===== config.mk =====
export PLATFORM = sky130hd
export DESIGN_NAME = rmap_command_header_builder_flat
export DESIGN_NICKNAME = d
export VERILOG_FILES = /design/src/sv/rmap_hb_pkg.sv /design/src/sv/rmap_hb_if.sv /design/src/sv/rmap_command_header_builder.sv /design/src/sv/rmap_hb_front.sv /design/src/sv/rmap_hb_queue.sv /design/src/sv/rmap_hb_back.sv /design/src/flat_wrapper.sv
export SDC_FILE = /design/constraint.sdc
export NUM_CORES = 1
export LEC_CHECK = 0
export BUFFER_PORTS_ARGS = -buffer_cell sky130_fd_sc_hd__buf_4
export CAP_MARGIN = 25
export CORE_MARGIN = 3
export CORE_UTILIZATION = 40
export DETAILED_ROUTE_END_ITERATION = 16
export SLEW_MARGIN = 20
export SYNTH_ARGS = -nofsm -noshare
export SYNTH_HDL_FRONTEND = slang
export SYNTH_SLANG_ARGS = --single-unit

===== constraint.sdc =====
create_clock -name i_clk -period 10.39 [get_ports i_clk]
set_input_delay 0 -clock i_clk [delete_from_list [all_inputs] [get_ports i_clk]]
set_output_delay 0 -clock i_clk [all_outputs]
set_load 0.02 [all_outputs]

===== src/sv/rmap_hb_pkg.sv =====
// Shared types and constants for the RMAP command header builder.
package rmap_hb_pkg;

    // Longest reply path the header may carry, in bytes
    localparam int unsigned MAX_REPLY_PATH = 12;

    // Fixed header bytes and instruction bits
    localparam logic [7:0] PROTOCOL_ID  = 8'h01;
    localparam logic [7:0] INSTR_BASE   = 8'h40;
    localparam logic [7:0] INSTR_WRITE  = 8'h20;
    localparam logic [7:0] INSTR_VERIFY = 8'h10;
    localparam logic [7:0] INSTR_ACK    = 8'h08;
    localparam logic [7:0] INSTR_INC    = 8'h04;

    // Largest data length accepted for read-modify-write
    localparam logic [3:0] RMW_MAX_LEN  = 4'd8;

    // Request type codes
    typedef enum logic [1:0] {
        REQ_WRITE   = 2'd0,
        REQ_READ    = 2'd1,
        REQ_RMW     = 2'd2,
        REQ_INVALID = 2'd3
    } t_req_type;

    // Configuration register indexes
    typedef enum logic [2:0] {
        CFG_TARGET    = 3'd0,
        CFG_KEY       = 3'd1,
        CFG_INITIATOR = 3'd2,
        CFG_PATH_LEN  = 3'd3,
        CFG_PATH_LOW  = 3'd4,
        CFG_PATH_HIGH = 3'd5
    } t_cfg_idx;

    // Input request payload
    typedef struct packed {
        logic [1:0]  req_type;
        logic        verify_data;
        logic        require_ack;
        logic        increment_addr;
        logic [15:0] transaction_id;
        logic [7:0]  extended_addr;
        logic [31:0] memory_addr;
        logic [23:0] data_len;
    } t_hb_req;

    // Output header byte payload
    typedef struct packed {
        logic [7:0] header_byte;
        logic       error;
        logic       last;
    } t_hb_hdr;

    // Configuration write payload
    typedef struct packed {
        logic [2:0]  index;
        logic [63:0] value;
    } t_hb_cfg;

    // Configuration registers seen by the byte sequencer
    typedef struct packed {
        logic [7:0]  target_address;
        logic [7:0]  dest_key;
        logic [7:0]  initiator_address;
        logic [95:0] reply_path;
    } t_hb_regs;

    // Classified command passed from front to back through the queue
    typedef struct packed {
        logic        error;
        logic [3:0]  plen;
        logic [1:0]  pad;
        logic [7:0]  instr;
        logic [15:0] transaction_id;
        logic [7:0]  extended_addr;
        logic [31:0] memory_addr;
        logic [23:0] data_len;
    } t_hb_cmd;

    // Header field currently being sent
    typedef enum logic [3:0] {
        S_TGT,
        S_PID,
        S_INSTR,
        S_KEY,
        S_PAD,
        S_PATH,
        S_INIT,
        S_TID,
        S_EXT,
        S_ADDR,
        S_LEN
    } t_hb_state;

endpackage


===== src/sv/rmap_hb_if.sv =====
// Valid/ready channel interface carrying one payload per transfer.
interface rmap_hb_if #(
    parameter type t_payload = logic
);
    logic     valid;
    logic     ready;
    t_payload data;

    modport source (output valid, output data, input ready);
    modport sink   (input valid, input data, output ready);
endinterface


===== src/sv/rmap_command_header_builder.sv =====
// Top level of the RMAP command header builder: configuration registers and datapath.
// Each accepted command request yields its RMAP command header (without CRC) on o_hdr,
// one byte per transfer, numeric fields most significant byte first, the reply path lowest
// byte first, with last set on the final length byte: 15 bytes plus the reply path padded
// to a multiple of four (15 to 27 bytes). A rejected request yields a single result with
// error and last set. The byte sequencer emits one byte per cycle while the sink is ready
// and sets the rate; the front end and a short command queue accept and check the next
// requests while the current header is still going out. Configuration registers are
// written through i_cfg (always ready) and must only change while no request is pending.
module rmap_command_header_builder
    import rmap_hb_pkg::*;
#(
    parameter int QUEUE_DEPTH = 2
) (
    input  logic      i_clk,
    input  logic      i_rst_n,
    rmap_hb_if.sink   i_cfg,
    rmap_hb_if.sink   i_req,
    rmap_hb_if.source o_hdr
);

    localparam int CmdW = $bits(t_hb_cmd);

    logic [7:0]  r_target;
    logic [7:0]  r_key;
    logic [7:0]  r_initiator;
    logic [3:0]  r_plen;
    logic [63:0] r_path_low;
    logic [31:0] r_path_high;

    t_hb_regs        regs;
    logic            push;
    t_hb_cmd         push_cmd;
    logic            q_full;
    logic            q_valid;
    logic [CmdW-1:0] q_data;
    logic            q_pop;

    // Configuration registers
    assign i_cfg.ready = 1'b1;

    always_ff @(posedge i_clk) begin
        if (!i_rst_n) begin
            r_target    <= 8'd254;
            r_key       <= 8'd0;
            r_initiator <= 8'd254;
            r_plen      <= 4'd0;
            r_path_low  <= 64'd0;
            r_path_high <= 32'd0;
        end else if (i_cfg.valid) begin
            case (t_cfg_idx'(i_cfg.data.index))
                CFG_TARGET:    r_target    <= i_cfg.data.value[7:0];
                CFG_KEY:       r_key       <= i_cfg.data.value[7:0];
                CFG_INITIATOR: r_initiator <= i_cfg.data.value[7:0];
                CFG_PATH_LEN:  r_plen      <= i_cfg.data.value[3:0];
                CFG_PATH_LOW:  r_path_low  <= i_cfg.data.value;
                CFG_PATH_HIGH: r_path_high <= i_cfg.data.value[31:0];
                default: ;
            endcase
        end
    end

    always_comb begin
        regs.target_address    = r_target;
        regs.dest_key          = r_key;
        regs.initiator_address = r_initiator;
        regs.reply_path        = {r_path_high, r_path_low};
    end

    // Request checking
    rmap_hb_front u_front (
        .i_clk   (i_clk),
        .i_rst_n (i_rst_n),
        .i_req   (i_req),
        .i_plen  (r_plen),
        .o_push  (push),
        .o_cmd   (push_cmd),
        .i_full  (q_full)
    );

    // Command queue
    rmap_hb_queue #(
        .WIDTH (CmdW),
        .DEPTH (QUEUE_DEPTH)
    ) u_queue (
        .i_clk       (i_clk),
        .i_rst_n     (i_rst_n),
        .i_push      (push),
        .i_push_data (push_cmd),
        .o_full      (q_full),
        .o_valid     (q_valid),
        .o_data      (q_data),
        .i_pop       (q_pop)
    );

    // Header byte sequencer
    rmap_hb_back u_back (
        .i_clk     (i_clk),
        .i_rst_n   (i_rst_n),
        .i_regs    (regs),
        .i_q_valid (q_valid),
        .i_q_cmd   (t_hb_cmd'(q_data)),
        .o_pop     (q_pop),
        .o_hdr     (o_hdr)
    );

endmodule


===== src/sv/rmap_hb_front.sv =====
// Front end: accepts a command request, validates it and builds the instruction byte.
module rmap_hb_front
    import rmap_hb_pkg::*;
(
    input  logic             i_clk,
    input  logic             i_rst_n,
    rmap_hb_if.sink          i_req,
    input  logic [3:0]       i_plen,
    output logic             o_push,
    output t_hb_cmd          o_cmd,
    input  logic             i_full
);

    logic    r_valid;
    t_hb_cmd r_cmd;
    t_hb_cmd n_cmd;
    logic    bad;
    logic    rmw_len_ok;
    logic [4:0] units_sum;
    t_req_type rtype;

    // Hold one classified command until the queue takes it
    assign i_req.ready = !r_valid || !i_full;
    assign o_push      = r_valid;
    assign o_cmd       = r_cmd;

    // Validation and instruction byte
    always_comb begin
        rtype      = t_req_type'(i_req.data.req_type);
        rmw_len_ok = (i_req.data.data_len[23:4] == '0) && !i_req.data.data_len[0]
                     && (i_req.data.data_len[3:0] <= RMW_MAX_LEN);
        bad = 1'b0;
        if (rtype == REQ_INVALID) begin
            bad = 1'b1;
        end
        if (32'(i_plen) > MAX_REPLY_PATH) begin
            bad = 1'b1;
        end
        if (rtype == REQ_READ && (!i_req.data.require_ack || i_req.data.verify_data)) begin
            bad = 1'b1;
        end
        if (rtype == REQ_RMW && (!rmw_len_ok || !i_req.data.require_ack
                                 || !i_req.data.increment_addr)) begin
            bad = 1'b1;
        end

        // reply path length in 4-byte words, rounded up
        units_sum = {1'b0, i_plen} + 5'd3;

        n_cmd.error = bad;
        n_cmd.plen  = i_plen;
        n_cmd.pad   = 2'(~i_plen[1:0] + 2'd1);
        n_cmd.instr = INSTR_BASE | {6'd0, units_sum[3:2]};
        if (rtype == REQ_WRITE) begin
            n_cmd.instr = n_cmd.instr | INSTR_WRITE;
        end
        if (rtype == REQ_RMW || i_req.data.verify_data) begin
            n_cmd.instr = n_cmd.instr | INSTR_VERIFY;
        end
        if (i_req.data.require_ack) begin
            n_cmd.instr = n_cmd.instr | INSTR_ACK;
        end
        if (i_req.data.increment_addr) begin
            n_cmd.instr = n_cmd.instr | INSTR_INC;
        end
        n_cmd.transaction_id = i_req.data.transaction_id;
        n_cmd.extended_addr  = i_req.data.extended_addr;
        n_cmd.memory_addr    = i_req.data.memory_addr;
        n_cmd.data_len       = i_req.data.data_len;
    end

    // Command register
    always_ff @(posedge i_clk) begin
        if (!i_rst_n) begin
            r_valid <= 1'b0;
        end else if (i_req.valid && i_req.ready) begin
            r_valid <= 1'b1;
        end else if (!i_full) begin
            r_valid <= 1'b0;
        end
    end

    always_ff @(posedge i_clk) begin
        if (i_req.valid && i_req.ready) begin
            r_cmd <= n_cmd;
        end
    end

endmodule


===== src/sv/rmap_hb_queue.sv =====
// Short first-in first-out queue of commands between front end and sequencer.
module rmap_hb_queue #(
    parameter int WIDTH = 8,
    parameter int DEPTH = 2
) (
    input  logic             i_clk,
    input  logic             i_rst_n,
    input  logic             i_push,
    input  logic [WIDTH-1:0] i_push_data,
    output logic             o_full,
    output logic             o_valid,
    output logic [WIDTH-1:0] o_data,
    input  logic             i_pop
);

    localparam int PW = (DEPTH > 1) ? $clog2(DEPTH) : 1;
    localparam int CW = $clog2(DEPTH + 1);

    logic [WIDTH-1:0] r_mem [DEPTH];
    logic [PW-1:0]    r_wr_ptr;
    logic [PW-1:0]    r_rd_ptr;
    logic [CW-1:0]    r_count;
    logic             do_push;
    logic             do_pop;

    assign o_full  = (r_count == CW'(DEPTH));
    assign o_valid = (r_count != '0);
    assign o_data  = r_mem[r_rd_ptr];
    assign do_push = i_push && !o_full;
    assign do_pop  = i_pop && o_valid;

    // Pointers and fill count
    always_ff @(posedge i_clk) begin
        if (!i_rst_n) begin
            r_wr_ptr <= '0;
            r_rd_ptr <= '0;
            r_count  <= '0;
        end else begin
            if (do_push) begin
                r_wr_ptr <= (r_wr_ptr == PW'(DEPTH - 1)) ? '0 : r_wr_ptr + 1'b1;
            end
            if (do_pop) begin
                r_rd_ptr <= (r_rd_ptr == PW'(DEPTH - 1)) ? '0 : r_rd_ptr + 1'b1;
            end
            if (do_push && !do_pop) begin
                r_count <= r_count + 1'b1;
            end else if (do_pop && !do_push) begin
                r_count <= r_count - 1'b1;
            end
        end
    end

    // Entry storage
    always_ff @(posedge i_clk) begin
        if (do_push) begin
            r_mem[r_wr_ptr] <= i_push_data;
        end
    end

`ifndef ASSERT_OFF
    a_count_bound: assert property (@(posedge i_clk) disable iff (!i_rst_n)
        r_count <= CW'(DEPTH))
        else $error("queue count above depth");

    a_no_pop_empty: assert property (@(posedge i_clk) disable iff (!i_rst_n)
        i_pop |-> o_valid)
        else $error("pop from empty queue");

    a_count_track: assert property (@(posedge i_clk) disable iff (!i_rst_n)
        (do_push && !do_pop) |=> r_count == $past(r_count) + 1'b1)
        else $error("queue count did not follow push");
`endif

endmodule


===== src/sv/rmap_hb_back.sv =====
// Back end: sequences the header bytes of each command into the output register.
module rmap_hb_back
    import rmap_hb_pkg::*;
(
    input  logic             i_clk,
    input  logic             i_rst_n,
    input  t_hb_regs         i_regs,
    input  logic             i_q_valid,
    input  t_hb_cmd          i_q_cmd,
    output logic             o_pop,
    rmap_hb_if.source        o_hdr
);

    t_hb_state r_state, n_state;
    logic [3:0] r_sub, n_sub;
    logic       r_busy, n_busy;
    t_hb_cmd    r_cmd, n_cmd;
    logic       r_out_valid, n_out_valid;
    t_hb_hdr    r_out, n_out;

    logic       adv;
    logic       done;
    logic       finish;
    logic       cur_last;
    logic [7:0] cur_byte;
    logic [3:0] field_len;
    t_hb_state  after_key;

    assign o_hdr.valid = r_out_valid;
    assign o_hdr.data  = r_out;

    // State, counter and output registers
    always_ff @(posedge i_clk) begin
        if (!i_rst_n) begin
            r_state     <= S_TGT;
            r_sub       <= '0;
            r_busy      <= 1'b0;
            r_out_valid <= 1'b0;
        end else begin
            r_state     <= n_state;
            r_sub       <= n_sub;
            r_busy      <= n_busy;
            r_out_valid <= n_out_valid;
        end
    end

    always_ff @(posedge i_clk) begin
        r_cmd <= n_cmd;
        r_out <= n_out;
    end

    // Byte select, next state and queue pop
    always_comb begin
        after_key = (r_cmd.pad != '0) ? S_PAD : ((r_cmd.plen != '0) ? S_PATH : S_INIT);
        cur_byte  = '0;
        field_len = 4'd1;
        n_state   = r_state;
        unique case (r_state)
            S_TGT: begin
                cur_byte = i_regs.target_address;
                n_state  = S_PID;
            end
            S_PID: begin
                cur_byte = PROTOCOL_ID;
                n_state  = S_INSTR;
            end
            S_INSTR: begin
                cur_byte = r_cmd.instr;
                n_state  = S_KEY;
            end
            S_KEY: begin
                cur_byte = i_regs.dest_key;
                n_state  = after_key;
            end
            S_PAD: begin
                field_len = {2'd0, r_cmd.pad};
                n_state   = (r_cmd.plen != '0) ? S_PATH : S_INIT;
            end
            S_PATH: begin
                cur_byte  = i_regs.reply_path[{r_sub, 3'b000} +: 8];
                field_len = r_cmd.plen;
                n_state   = S_INIT;
            end
            S_INIT: begin
                cur_byte = i_regs.initiator_address;
                n_state  = S_TID;
            end
            S_TID: begin
                cur_byte  = r_sub[0] ? r_cmd.transaction_id[7:0]
                                     : r_cmd.transaction_id[15:8];
                field_len = 4'd2;
                n_state   = S_EXT;
            end
            S_EXT: begin
                cur_byte = r_cmd.extended_addr;
                n_state  = S_ADDR;
            end
            S_ADDR: begin
                cur_byte  = r_cmd.memory_addr[{~r_sub[1:0], 3'b000} +: 8];
                field_len = 4'd4;
                n_state   = S_LEN;
            end
            S_LEN: begin
                case (r_sub[1:0])
                    2'd0:    cur_byte = r_cmd.data_len[23:16];
                    2'd1:    cur_byte = r_cmd.data_len[15:8];
                    default: cur_byte = r_cmd.data_len[7:0];
                endcase
                field_len = 4'd3;
                n_state   = S_LEN;
            end
            default: begin
                n_state = S_TGT;
            end
        endcase

        done     = (r_sub == field_len - 4'd1);
        cur_last = r_cmd.error || (r_state == S_LEN && done);
        if (r_cmd.error) begin
            cur_byte = '0;
        end
        adv    = !r_out_valid || o_hdr.ready;
        finish = r_busy && cur_last;

        if (!(adv && r_busy && done && !cur_last)) begin
            n_state = r_state;
        end
        n_sub       = r_sub;
        n_busy      = r_busy;
        n_cmd       = r_cmd;
        n_out       = r_out;
        n_out_valid = r_out_valid && !o_hdr.ready;
        o_pop       = 1'b0;

        // one header byte per free output slot
        if (adv && r_busy) begin
            n_out_valid       = 1'b1;
            n_out.header_byte = cur_byte;
            n_out.error       = r_cmd.error;
            n_out.last        = cur_last;
            if (finish) begin
                n_busy = 1'b0;
            end else if (done) begin
                n_sub = '0;
            end else begin
                n_sub = r_sub + 4'd1;
            end
        end

        // take the next command when idle or as the current one ends
        if (adv && (!r_busy || finish) && i_q_valid) begin
            o_pop   = 1'b1;
            n_cmd   = i_q_cmd;
            n_busy  = 1'b1;
            n_state = S_TGT;
            n_sub   = '0;
        end
    end

`ifndef ASSERT_OFF
    a_err_single: assert property (@(posedge i_clk) disable iff (!i_rst_n)
        (r_out_valid && r_out.error) |-> (r_out.last && r_out.header_byte == '0))
        else $error("rejected request result malformed");

    a_path_bound: assert property (@(posedge i_clk) disable iff (!i_rst_n)
        (r_busy && r_state == S_PATH) |-> (r_sub < r_cmd.plen))
        else $error("reply path index out of range");

    a_idle_after_last: assert property (@(posedge i_clk) disable iff (!i_rst_n)
        (adv && finish && !i_q_valid) |=> !r_busy)
        else $error("sequencer still busy after last byte");

    a_error_no_body: assert property (@(posedge i_clk) disable iff (!i_rst_n)
        (r_busy && r_cmd.error) |-> (r_state == S_TGT))
        else $error("rejected command advanced past first result");
`endif

endmodule


===== src/flat_wrapper.sv =====
// flat-port wrapper written by rule: the top's interface ports become plain ports
module rmap_command_header_builder_flat import rmap_hb_pkg::*;
#(
    parameter int QUEUE_DEPTH = 2
)
  (i_clk, i_rst_n, i_cfg_valid, i_cfg_data, i_cfg_ready, i_req_valid, i_req_data, i_req_ready, o_hdr_valid, o_hdr_data, o_hdr_ready);
  rmap_hb_if #(.t_payload(t_hb_cfg)) i_cfg_i ();
  rmap_hb_if #(.t_payload(t_hb_req)) i_req_i ();
  rmap_hb_if #(.t_payload(t_hb_hdr)) o_hdr_i ();
  input  logic i_clk;
  input  logic i_rst_n;
  input wire logic [$bits(i_cfg_i.valid)-1:0] i_cfg_valid;
  input wire logic [$bits(i_cfg_i.data)-1:0] i_cfg_data;
  output wire logic [$bits(i_cfg_i.ready)-1:0] i_cfg_ready;
  input wire logic [$bits(i_req_i.valid)-1:0] i_req_valid;
  input wire logic [$bits(i_req_i.data)-1:0] i_req_data;
  output wire logic [$bits(i_req_i.ready)-1:0] i_req_ready;
  output wire logic [$bits(o_hdr_i.valid)-1:0] o_hdr_valid;
  output wire logic [$bits(o_hdr_i.data)-1:0] o_hdr_data;
  input wire logic [$bits(o_hdr_i.ready)-1:0] o_hdr_ready;
  assign i_cfg_i.valid = i_cfg_valid;
  assign i_cfg_i.data = i_cfg_data;
  assign i_cfg_ready = i_cfg_i.ready;
  assign i_req_i.valid = i_req_valid;
  assign i_req_i.data = i_req_data;
  assign i_req_ready = i_req_i.ready;
  assign o_hdr_valid = o_hdr_i.valid;
  assign o_hdr_data = o_hdr_i.data;
  assign o_hdr_i.ready = o_hdr_ready;
  rmap_command_header_builder #(.QUEUE_DEPTH(QUEUE_DEPTH)) u_core (.i_clk(i_clk), .i_rst_n(i_rst_n), .i_cfg(i_cfg_i), .i_req(i_req_i), .o_hdr(o_hdr_i));
endmodule

After elaboration in Yosys (flattened, before gate mapping)

Memory sizes are Yosys's and may differ from the RTL's. A register that Yosys moved wholly into a read port is not among the register bits.
Index checks and enable logic that the tools add are counted.

Logic and storage cells: 150
Bits in latches: 0
Bits in registers: 251
Output and inout bits: 13
Memories: 1
Input port bits: 157
Memory bits (read-only): 0
Bits in writable memories: 188

$mul: 0
Bitwise operators: 4
Equality and inequality tests: 22
Div/mod/pow operators: 0
$lt $le $gt $ge: 2
Reduce and logical (&&, ||, !) cells: 59
Muxes and demuxes: 25
Add/sub/neg operators: 8
Shift-type cells: 2

Memories:

| memory               | words | bits a word | read ports | clocked after memory_dff | write ports | line                | text |
|---|---|---|---|---|---|---|---|
| u_core.u_queue.r_mem | 2     | 94          | 1          | 1                        | 1           | rmap_hb_queue.sv:19 | `logic [WIDTH-1:0] r_mem [DEPTH];` |

Operator list:

| kind                                                            | count |
|---|---|
| 96-bit by 8-bit variable part select with 8-bit output          | 1 |
| 8-bit case mux with 10 select lines                             | 1 |
| 4-bit case mux with 10 select lines                             | 1 |
| 32-bit by 6-bit variable part select with 8-bit output          | 1 |
| 20-bit logical NOT                                              | 1 |
| 4-bit case mux with 5 select lines                              | 1 |
| 1-bit logical AND                                               | 17 |
| 4-bit by 3-bit == test with 1-bit output, second input constant | 4 |
| 8-bit case mux with 2 select lines                              | 1 |
| 2-bit AND reduction                                             | 8 |
| 4-bit == test, second input constant                            | 3 |
| 1-bit logical NOT                                               | 12 |
| 1-bit two-way mux                                               | 12 |
| 4-bit two-way mux                                               | 3 |
| 2-bit nonzero test                                              | 5 |
| 4-bit by 2-bit == test with 1-bit output, second input constant | 2 |
| 1-bit logical OR                                                | 8 |
| 8-bit two-way mux                                               | 1 |
| 2-bit == test, second input constant                            | 3 |
| 3-bit by 2-bit == test with 1-bit output, second input constant | 2 |
| 3-bit == test, second input constant                            | 2 |
| 2-bit two-way mux                                               | 3 |
| 6-bit two-way mux                                               | 1 |
| 5-bit two-way mux                                               | 1 |
| other kinds (21)                                                | 28 |

Depth between registers and ports, before layout

Depth after elaboration: 15
Depth in mapped cells: 15
Depth with buffers taken out: 13

Cells and area by module

A second synthesis with hierarchy kept.

Cells, all modules: 1338
Area, all modules: 20744.9 µm²

By module, submodules not included:

| module                      | times used | sequential area each (µm²) | area an instance (µm²) | cells each |
|---|---|---|---|---|
| rmap_hb_queue               | 1          | 5805.6                     | 7302.0                 | 321 |
| rmap_hb_back                | 1          | 3353.2                     | 5677.9                 | 405 |
| rmap_command_header_builder | 1          | 2482.4                     | 4754.6                 | 486 |
| rmap_hb_front               | 1          | 2782.7                     | 3010.4                 | 126 |

Least setup slack after synthesis

Ideal clock, no wire load.

Path type: register to register
Start point: reg u_core.u_queue.r_count[0]
End point: mem u_core.u_queue.r_mem[0][0] in the netlist's numbering (enable)
Slack: 5.394 ns
Clock period less this slack: 4.996 ns
Cell stages (with the launch flop): 4
Arrival: 4.452 ns
Path through: dfxtp_1 -> nand2b_1 -> nand2_1 -> nor2_1

Longest elaborated chain between the ends: 5

RTL lines:

| what                                    | line                | text |
|---|---|---|
| start: declaration                      | rmap_hb_queue.sv:22 | `logic [CW-1:0] r_count;` |
| start signal: assignment                | rmap_hb_queue.sv:46 | `r_count <= r_count + 1'b1;` |
| start signal: assignment                | rmap_hb_queue.sv:48 | `r_count <= r_count - 1'b1;` |
| 2-bit == test                           | rmap_hb_queue.sv:26 | `assign o_full = (r_count == CW'(DEPTH));` |
| 1-bit logical NOT                       | -                   |  |
| 1-bit logical AND                       | rmap_hb_queue.sv:29 | `assign do_push = i_push && !o_full;` |
| 1-bit two-way mux                       | rmap_hb_queue.sv:55 | `if (do_push) begin` |
| 1-bit two-way mux (not written as such) | rmap_hb_queue.sv:56 | `r_mem[r_wr_ptr] <= i_push_data;` |
| end: declaration                        | rmap_hb_queue.sv:19 |  |

Every way passes these cells.

Worst setup path after layout

Start point: reg u_core.u_back.r_state[2]
End point: reg u_core.u_back.r_cmd[83] (netlist name)

Longest elaborated chain between the ends: 10

RTL lines:

| what                                        | line                                    | text |
|---|---|---|
| start: declaration                          | rmap_hb_back.sv:14                      | `t_hb_state r_state, n_state;` |
| start signal: assignment                    | rmap_hb_back.sv:40                      | `r_state <= n_state;` |
| 4-bit == test (tied with other cells)       | rmap_hb_back.sv:58, rmap_hb_back.sv:118 |  |
| 4-bit case mux with 5 select lines          | rmap_hb_back.sv:58                      | `unique case (r_state)` |
| 4-bit by 1-bit subtractor with 4-bit output | rmap_hb_back.sv:117                     | `done = (r_sub == field_len - 4'd1);` |
| 4-bit == test                               | rmap_hb_back.sv:117                     |  |
| 1-bit logical AND (*)                       | rmap_hb_back.sv:118                     | `cur_last = r_cmd.error \|\| (r_state == S_LEN && done);` |
| 1-bit logical OR (*)                        | rmap_hb_back.sv:118                     |  |
| 1-bit logical AND (*)                       | rmap_hb_back.sv:123                     | `finish = r_busy && cur_last;` |
| 1-bit logical OR (*)                        | rmap_hb_back.sv:151                     | `if (adv && (!r_busy \|\| finish) && i_q_valid) begin` |
| 1-bit logical AND (*) (2 in series)         | rmap_hb_back.sv:151                     |  |

Mark *: on every way between the ends. The rest lies on a longest branch, timed or not.
A chain may end at the register's enable or synchronous reset.

==> metrics.md <==
| Metric | Value |
|---|---|
| Critical Path, Cell by Cell | buf_4, nor2b_1, a21oi_1, ha_1, xnor2_1, a211oi_2, o221ai_2, o21ai_1, nand2b_1, clkinv_2, buf_4 |
| Share of cells above drive strength 1 | 23.1% |
| Cell area reported after detailed placement | 22,000 sq um |
| Worst-case reg-to-reg path depth | 11 |
| Shortest clock period the worst path allows after layout | 4.06 ns |
| Cell Count, Final, Fillers Out | 2,458 |
| Launching point of the worst reg2reg path | u_core.u_back.r_state[2] |
| Longest individual stage delay on the worst path | 0.75 ns |
| Master cell of the clock root buffer | clkbuf_16 |
| Gr ovfl total | 0 |
| Sequential cell area fraction in the yosys report | 70.4% |
| Total of flip-flops plus latches after synthesis | 517 |
| Fill cell instance count of the final layout | 4,120 |
| Run status | complete, no violations |
| Switching power summed over all nets | 1.35 mW |
| Vias in the first global route | 12,294 |
| Core ar. | 49,300 sq um |
| Routability cong. | 0.835 |
| Power per unit of standard cell area | 210 nW/um^2 |
| Async set or reset register ratio after synthesis | 0% |
| End of the worst hold path | u_core.u_front.o_cmd[55] |
| Least-Margin Pin Slew | 1.07 ns |
| I/O pin count | 170 |
| Number of endpoints failing setup at the final stage | 0 |
| Sink Count | 517 |
| Fraction of power consumed by sequential logic | 49.9% |
| Setup slack on the worst flop-to-flop path | 6.33 ns |
| Setup repair after global routing missed its margin | no |
| Critical path class | reg -> reg |
| Most used routing layer | met2 |
| Clock Power Share | 35.9% |
| Post-Route Skew | 0.0175 ns |
| Mean area per synthesized cell | 14.4 sq um |
| Slowest cell on crit path | buf_4 |
| Min-Delay Path Depth | 2 |
| Most common cell on crit path | buf_4 |
| Y dimension of the die | 230 microns |
| Violation count after the first detailed-route iteration | 887 |
| Total of cells resized after clock tree synthesis | 0 |
| ANT nets after route | 0 |
| Gr usage total | 17.2% |
| Worst hold-check slack | 0.118 ns |
| Worst endpoint data arrival time | 4.27 ns |
| Syn nets | 1,562 |
| Total clock buffers created by CTS | 53 |
| Iteration count of the initial detailed-routing pass | 6 |
| HPWL after detailed placement | 29.2 mm |
| Port buffer count | 168 |
| Max-slew violation count | 0 |
| Portion of total power attributed to combinational logic | 14.2% |
| Highest ir drop seen on vdd | 0.000149 V |
| CP max FO | 71 |
| Count of endpoints failing hold in the final timing report | 0 |
| Number of cells after detailed placement | 2,169 |
| Largest net degree at the start of global routing | 95 |
| Cell Area, Synth | 20,100 sq um |
| Clock transition at the registers of the reported paths | 0.06 ns |
| Row Count | 81 |
| Internal Dissipation | 4.06 mW |
| Register Area | 14,100 sq um |
| Mux cell area share after synthesis | 10.1% |
| DIE AREA | 52,900 sq um |
| Grt met2 use | 27.7% |
| Bufs on Longest Clock Path | 3 |
| Number of instances in the synthesized netlist | 1,398 |
| GRT met1 Usage | 24.5% |
| Commonest non-fill, non-tap cell in the layout | edfxtp_1 |
| Overall routed net length | 45.9 mm |
| Worst Setup End Kind | flip-flop |
| Family with the most delay on the worst path | buffers and inverters |
| Startpoint class of the critical path | flip-flop |
| Initial antenna violation count | 0 |
| Total number of yosys warnings | 0 |
| P&R area growth vs syn | 28.1% |
| Required time of the critical path | 10.60 ns |
| Post-route fraction of the period consumed by the critical path | 39.1% |
| Number of enable flip-flop cells after synthesis | 378 |
| Post-route cell area | 25,700 sq um |
| Nets | 1,916 |
| Worst-skew pair later-pin latency | 0.60 ns |
| Critical path buffer and inverter count | 3 |
| Floorplan die width | 230 microns |
| Sw frac | 24.9% |
| Origin of the worst min-delay path | i_req_data[55] |
| Netlist cell types | 68 |
| Most frequently used flop master after synthesis | edfxtp_1 |
| WL/cell | 18.7 microns |
| Multi-input gate area | 5560 sq um |
| Global routing usage on met3 | 2.69% |
| Post-synthesis adder-cell area fraction | 0.436% |
| Final Power | 5.41 mW |
| Relative slew slack | 28.4% |
| Compound-gate portion of the synthesized area | 8.13% |
| Post-Synth Simple-Gate Area | 8.52% |
| Most frequent cells in the layout | edfxtp_1 (378), nand2_1 (271), dlygate4sd3_1 (192), buf_4 (184), dfxtp_1 (136) |
| Share of the synthesized netlist area taken by xor and xnor gates | 0.349% |
| Hold Path Class | in -> reg |
| Effective utilization at floorplan | 40.8% |
| DP Worst Slack | 6.34 ns |
| Number of diodes | 0 |
| Via count | 12,193 |
| # DRC | 0 |
| Number of H-tree branching levels | 2 |
| Number of max-cap violations | 0 |
| Routed via count divided by cell count | 4.96 |
| Setup Total Neg Slack | 0 ns |
| CTS tree | done |
| Main combinational cell family by area after synthesis | multiplexers |
| Core occupancy in the finished layout | 52.2% |
| Critical R2R Capture | u_core.u_back.r_cmd[83] |
| Wire length of the first global-routing pass | 71.0 mm |
| Static Leakage | 8.99 nW |
| Maximum clock frequency | 246 MHz |
| Setup slack after layout | 6.33 ns |
## layout make-up
cell class                 count  share of cell area, %
clock buffer                  63                   5.46
sequential                   517                   55.0
clock inverter                34                   1.56
timing repair buffer         376                   12.8
multi-input combinational    783                   21.6
inverter                      21                  0.311
tap                          664                   3.23
## Yosys cell counts (4+ instances only)
| library cell | number | area, sq um |
|---|---|---|
| a21oi_1 | 28 | 140 |
| nand2_1 | 272 | 1020 |
| a21boi_0 | 23 | 173 |
| nor3_1 | 12 | 60.1 |
| ha_1 | 7 | 87.6 |
| mux2i_1 | 25 | 250 |
| buf_1 | 8 | 30.0 |
| mux4_2 | 32 | 721 |
| nor2b_1 | 15 | 93.8 |
| edfxtp_1 | 378 | 11400 |
| or3_1 | 4 | 25.0 |
| o21ai_0 | 20 | 100 |
| and2_1 | 6 | 37.5 |
| xor2_1 | 4 | 35.0 |
| a211oi_1 | 4 | 30.0 |
| a22o_1 | 8 | 70.1 |
| clkbuf_1 | 55 | 206 |
| nand3_1 | 23 | 115 |
| a21boi_1 | 86 | 646 |
| buf_2 | 9 | 45.0 |
| a31oi_1 | 6 | 37.5 |
| inv_1 | 20 | 75.1 |
| mux2_2 | 94 | 1060 |
| o221ai_1 | 4 | 35.0 |
| a22oi_1 | 6 | 45.0 |
| xnor2_1 | 4 | 35.0 |
| nand2b_1 | 12 | 75.1 |
| nor4_1 | 6 | 37.5 |
| o22ai_1 | 11 | 68.8 |
| dfxtp_1 | 139 | 2780 |
| nor2_1 | 23 | 86.3 |
## logic make-up after synthesis
group / Yosys count
AOI/OAI and AO/OA: 227
buffers and inverters: 98
muxes: 151
adders and majority gates: 7
xor gates and xnor gates: 8
DFF: 517
and+or+nand+nor: 389
other: 1
## worst max-delay path by stage
stage                                    from                         end  cells after the start
floorplan           u_core.u_queue.r_count[0]  u_core.u_queue.r_mem[0][0]                      3
global placement     u_core.u_back.r_state[2]     u_core.u_back.r_cmd[10]                     11
detailed placement   u_core.u_back.r_state[2]     u_core.u_back.r_cmd[15]                     11
CTS                  u_core.u_back.r_state[2]     u_core.u_back.r_cmd[81]                     11
global route         u_core.u_back.r_state[2]     u_core.u_back.r_cmd[81]                     11
finish               u_core.u_back.r_state[2]     u_core.u_back.r_cmd[83]                     11
## flip-flops by register name (all words and copies together) (netlist names), 10 cells and up
signal,flops
u_core.u_back.r_cmd,92
u_core.r_path_high,32
u_core.u_front.o_cmd,92
u_core.u_back.o_hdr.data,10
u_core.r_path_low,64
u_core.u_queue.r_mem,184
## worst register-to-register path, delay by kind of cell, from the launching register on
kind                       cells  cell delay (ns)
AOI/OAI and AO/OA              4             0.84
xor gates and xnor gates       1             0.14
adders and majority gates      1             0.24
buffers and inverters          3             1.36
DFF                            1             0.31
and+or+nand+nor                2             0.73
## repair_timing
action,in CTS,in global routing
hold buffers,192,0
endpoints found under the hold margin,244,0
setup buffers,0,0
## layer usage
metal	up-vias	share of wire, %
li1	5863	-
met1	5931	46
met2	329	47
met3	70	4.9
met4	0	2.1
met5	-	0
## power by group through the flow
| stage | combinational (mW) | clock (mW) | sequential [mW] |
|---|---|---|---|
| 5_1_grt | 0.839 | 2.08 | 2.72 |
| 2_1_floorplan | 0.467 | 0 | 2.70 |
| 3_5_place_dp | 0.727 | 0 | 2.74 |
| 4_1_cts | 0.785 | 1.99 | 2.70 |
| 6_report | 0.770 | 1.94 | 2.70 |
| 3_3_place_gp | 0.722 | 0 | 2.73 |
(Power assumes the default switching activity.)
